File: config.mk
export PLATFORM = sky130hd
export DESIGN_NAME = frgrp_dist
export DESIGN_NICKNAME = d
export VERILOG_FILES = /design/src/sv/frgrp_pkg.sv /design/src/sv/frgrp_dist.sv
export SDC_FILE = /design/constraint.sdc
export NUM_CORES = 2
export LEC_CHECK = 0
export BUFFER_PORTS_ARGS = -buffer_cell sky130_fd_sc_hd__buf_2
export CORE_MARGIN = 1.5
export CORE_UTILIZATION = 43
export CTS_CLUSTER_SIZE = 20
export DETAILED_ROUTE_END_ITERATION = 8
export PLACE_DENSITY = 0.59
export SYNTH_ARGS = -nofsm -noshare
export SYNTH_HDL_FRONTEND = slang
export SYNTH_SLANG_ARGS = --single-unit
File: constraint.sdc
create_clock -name clk -period 8.99 [get_ports clk]
set_input_delay 1.798 -clock clk [delete_from_list [all_inputs] [get_ports clk]]
set_output_delay 1.798 -clock clk [all_outputs]
set_load 0.05 [all_outputs]
File: src/sv/frgrp_pkg.sv
`default_nettype none
package frgrp_pkg;

	localparam int MAX_PARTICLES = 64;
	localparam int COORD_BITS    = 16;

	localparam int IN_W   = 16;
	localparam int RAD_W  = 16;
	localparam int IDXO_W = 6;
	localparam int LBLO_W = 7;
	localparam int MULO_W = 6;

	localparam int IDX_W   = $clog2(MAX_PARTICLES);
	localparam int CNT_W   = $clog2(MAX_PARTICLES + 1);
	localparam int MULTI_W = $clog2(MAX_PARTICLES / 2 + 1);
	localparam int EXT_W   = (COORD_BITS > IN_W) ? COORD_BITS : IN_W;
	localparam int AD_W    = COORD_BITS;
	localparam int SQ_W    = 2 * COORD_BITS;
	localparam int SUM_W   = SQ_W + 2;
	localparam int R2_W    = 2 * RAD_W;
	localparam int CMP_W   = (SUM_W > R2_W) ? SUM_W : R2_W;

	typedef struct packed {
		logic signed [COORD_BITS-1:0] x;
		logic signed [COORD_BITS-1:0] y;
		logic signed [COORD_BITS-1:0] z;
	} pos_t;

	typedef struct packed {
		logic             valid;
		logic [IDX_W-1:0] idx;
	} dist_tag_t;

	typedef struct packed {
		logic             valid;
		logic [IDX_W-1:0] idx;
		logic             link;
	} dist_res_t;

	typedef enum logic [3:0] {
		ST_LOAD,
		ST_SEED,
		ST_JCHK,
		ST_JREAD,
		ST_SCAN,
		ST_DRAIN,
		ST_ORD,
		ST_OWAIT,
		ST_OHOLD
	} state_t;

	function automatic logic signed [COORD_BITS-1:0] to_coord(input logic signed [IN_W-1:0] v);
		logic signed [EXT_W-1:0] e;
		e = EXT_W'(v);
		return e[COORD_BITS-1:0];
	endfunction

	function automatic logic [AD_W-1:0] abs_diff(input logic signed [COORD_BITS-1:0] a,
			input logic signed [COORD_BITS-1:0] b);
		logic signed [COORD_BITS:0] d;
		logic [COORD_BITS:0]        m;
		d = (COORD_BITS + 1)'(a) - (COORD_BITS + 1)'(b);
		m = d[COORD_BITS] ? -d : d;
		return m[AD_W-1:0];
	endfunction

endpackage
`default_nettype wire

File: src/sv/frgrp_dist.sv
`default_nettype none
module frgrp_dist (
	input  logic                        clk,
	input  logic                        arst_n,
	input  logic [frgrp_pkg::R2_W-1:0]  r2,
	input  frgrp_pkg::pos_t             pos_a,
	input  frgrp_pkg::pos_t             pos_b,
	input  frgrp_pkg::dist_tag_t        tag,
	output frgrp_pkg::dist_res_t        res,
	output logic                        busy
);
	import frgrp_pkg::*;

	dist_tag_t       tag_s2, tag_s3;
	dist_res_t       res_s4;
	logic [AD_W-1:0] adx_s2, ady_s2, adz_s2;
	logic [SQ_W-1:0] sqx_s3, sqy_s3, sqz_s3;
	logic [SUM_W-1:0] sum;

	always_comb begin
		sum = SUM_W'(sqx_s3) + SUM_W'(sqy_s3) + SUM_W'(sqz_s3);
	end

	always_ff @(posedge clk or negedge arst_n) begin
		if (!arst_n) begin
			tag_s2 <= '0;
			tag_s3 <= '0;
			res_s4 <= '0;
		end else begin
			tag_s2      <= tag;
			tag_s3      <= tag_s2;
			res_s4.valid <= tag_s3.valid;
			res_s4.idx   <= tag_s3.idx;
			res_s4.link  <= (CMP_W'(sum) <= CMP_W'(r2));
		end
	end

	always_ff @(posedge clk) begin
		adx_s2 <= abs_diff(pos_a.x, pos_b.x);
		ady_s2 <= abs_diff(pos_a.y, pos_b.y);
		adz_s2 <= abs_diff(pos_a.z, pos_b.z);
		sqx_s3 <= SQ_W'(adx_s2) * SQ_W'(adx_s2);
		sqy_s3 <= SQ_W'(ady_s2) * SQ_W'(ady_s2);
		sqz_s3 <= SQ_W'(adz_s2) * SQ_W'(adz_s2);
	end

	assign res  = res_s4;
	assign busy = tag_s2.valid | tag_s3.valid | res_s4.valid;

endmodule
`default_nettype wire

==> flow_summary.toml <==
[routing]
wirelength_um = 67900
vias_per_cell = 4.92
post_drt_wl_per_cell_um = 14.8
firstDrtPassIters = 5
ant_nets = 0
drt_iter0_drc = 1074
route.detailed.drc = 0
vias = 22570

[clocking]
cts_root_buffer = "clkbuf_16"
cts_setup_buffers = 0
clockBufferDepth = 2
clk_pin_slew_ns = 0.08
cts_hold_buf = 0
cts_tree = "built"
cts_buffers = 17
clock-sinks = 163
clock_latency_ns = 0.49
cts-resized-gates = 0
htree_levels = 4

[placement]
hpwl_um = 58300
port_buffers = 145
place_congestion = 0.863

[die]
core_um2 = 72700
die_y_um = 274
rows = 99
die_area_um2 = 74900
initial_core_util_pct = 43.3
fp.dieW_um = 274
ios = 146

[critical_path]
cp_slowest_cell = "dfxtp_1"
crit_chain = "inv_1 -> nor2_1 -> fa_1 -> inv_1 -> fa_1 -> inv_1 -> fa_1 -> inv_1 -> fa_1 -> inv_1 -> fa_1 -> inv_1 -> fa_1 -> inv_1 -> ha_1 -> and2_4 -> a211oi_4 -> o21ai_2 -> o41a_1 -> a311o_1 -> a31o_1 -> or4_1 -> nand3_1"
startpoint = "ady_s2[3]$_DFF_P_"
rr_endpoint = "sqy_s3[24]$_DFF_P_"
crit_buf_inv = 7
r2r-start = "ady_s2[3]$_DFF_P_"
path_delay_family = "adder cells"
worstSetupEndpoint = "sqy_s3[24]$_DFF_P_"
path_class = "reg2reg"
cp.required_ns = 9.41
cp-end-kind = "flop"
cp.depth = 23
cp.arrival_ns = 7.22
crit_fanout = 14
max_stage_delay_ns = 0.70
critPathLaunchType = "flop"
reg2regPathDepth = 23
reg2reg_slack_ns = 2.19
cpMostUsedCell = "inv_1"

[cells_and_area]
fillers = 7094
final_common_cell = "inv_1"
area_delta_synth_final_pct = 7.11
final_core_util_pct = 46.4
drive_gt1_share_pct = 6.12
multi_input_area_um2 = 24600
final_cell_mix = "inv_1, fa_1, ha_1, nand2_1, buf_2"
nNetsFinal = 4689
seq_area_um2 = 3370

[yosys]
synth_flop_cell = "dfxtp_1"
synth-seq-cells = 163
synth_cells = 3520
synthTopCellsByArea = "fa_1, ha_1, inv_1"
yosysWarnings = 0
synth_top_area_cell = "fa_1"
netlist.area_leader.share_pct = 33.1
syn_area_um2 = 31500
synth-edff-count = 0
synth.distinct_cells = 82
synth-seq-area-share_pct = 10.7
synth.avg_cell_area_um2 = 8.95
ys_async_sr_fraction_pct = 13.5

[timing]
worst_pin_slew_ns = 1.12
hold_viol = 0
max_freq_mhz = 147
fin_crit_sh_pct = 75.6
min_period_ns = 6.80
skew_ns = 0.0212
slew_headroom_pct = 25.3
setup-tns-final_ns = 0
rsz0062_at_grt = "no"
setup_viol = 0
finalMaxSlewViolations = 0

[grt]
grt_usage_pct = 19.0
gr-total-overflow = 0
grt_start_max_net_pins = 23
antenna_found_initial = 1
grt_pass1_wl_um = 114000
grt_pass1_vias = 23051

[outcome]
status = "complete, no violations"

[min_path]
hold_class = "reg2reg"
holdCritStartpoint = "tag_s3[0]$_DFF_PN0_"

[job]
max_cap_violations = 0
layer usage:
layer	share of wire [%]	global-route usage, %	vias to the layer above
met5	0	0	-
met4	1.3	4.13	0
met3	3.3	2.11	52
met2	48	32.0	336
met1	48	26.3	10945
li1	-	-	11237
cell usage after synthesis, types with 5 or more instances:
| master | number |
|---|---|
| inv_1 | 864 |
| fa_1 | 521 |
| ha_1 | 416 |
| nand2_1 | 274 |
| dfxtp_1 | 141 |
| nor2_1 | 141 |
| and2_1 | 131 |
| xnor2_1 | 131 |
| a21oi_1 | 130 |
| a21o_1 | 75 |
| clkbuf_1 | 70 |
| o21ai_0 | 62 |
| xor2_1 | 59 |
| nor3_1 | 47 |
| nor2b_1 | 36 |
| nand3_1 | 34 |
| o21a_1 | 28 |
| nand2b_1 | 26 |
| o21bai_1 | 26 |
| dfrtp_1 | 22 |
| nand4_1 | 21 |
| and3_1 | 18 |
| a31oi_1 | 17 |
| a211oi_1 | 16 |
| o211ai_1 | 16 |
| or3_1 | 16 |
| or2_2 | 14 |
| a31o_2 | 13 |
| nor4_1 | 12 |
| o31a_1 | 10 |
| o31ai_1 | 9 |
| a2111oi_0 | 7 |
| a211o_1 | 7 |
| a21boi_0 | 7 |
| nor3b_1 | 7 |
| a41oi_1 | 6 |
| o41a_1 | 5 |
cell type report:
type | count | area share (%)
inverter | 864 | 9.61
multi-input combinational | 2420 | 72.9
clock inverter | 15 | 0.389
timing repair buffer | 149 | 2.24
antenna | 1 | 0.00741
tap | 959 | 3.55
clock buffer | 17 | 1.26
sequential | 163 | 9.99
worst min-delay path by stage:
stage | slack [ns] | cells past startpoint | endpoint
floorplan | 0.33 | 0 | res[1]$_DFF_PN0_
global placement | 0.33 | 0 | res[5]$_DFF_PN0_
detailed placement | 0.33 | 0 | res[1]$_DFF_PN0_
CTS | 0.35 | 0 | res[1]$_DFF_PN0_
global route | 0.36 | 0 | res[6]$_DFF_PN0_
finish | 0.35 | 0 | res[1]$_DFF_PN0_
metrics by stage:
step                      cells  hold slack (ns)  setup slack [ns]  instance area [µm²]
after global routing       4587            0.362              1.93                33800
after global placement     4555            0.332              2.31                33200
after floorplan            3521            0.331              2.65                31500
after CTS                  4587            0.350              2.20                33800
after detailed placement   4555            0.335              2.22                33200
final                      4588            0.348              2.19                33800
worst register-to-register path: stages, from the launching register on:
cell and delay [ns]:
dfxtp_1 0.70, inv_1 0.29, nor2_1 0.25, fa_1 0.20, inv_1 0.05, fa_1 0.53
inv_1 0.05, fa_1 0.50, inv_1 0.05, fa_1 0.54, inv_1 0.06, fa_1 0.47
inv_1 0.05, fa_1 0.47, inv_1 0.04, ha_1 0.34, and2_4 0.18, a211oi_4 0.29
o21ai_2 0.12, o41a_1 0.38, a311o_1 0.40, a31o_1 0.26, or4_1 0.41, nand3_1 0.09
logic make-up after synthesis:
logic type                 synth area share, %
xor gates and xnor gates                  5.28
adders and majority gates                 49.6
AOI/OAI and AO/OA                         10.5
other                                   0.0238
DFF                                       10.7
and+or+nand+nor                           12.5
buffers and inverters                     11.2
muxes                                    0.206
registers in the layout, summed over array words and instances, names as in the netlist:
name / count
adx_s2: 16
ady_s2: 16
adz_s2: 16
res: 8
sqx_s3: 31
sqy_s3: 31
sqz_s3: 31
tag_s2: 7
tag_s3: 7
Power is not shown: default switching activity piles up to over one toggle a cycle in this logic, so the estimate is an artifact.
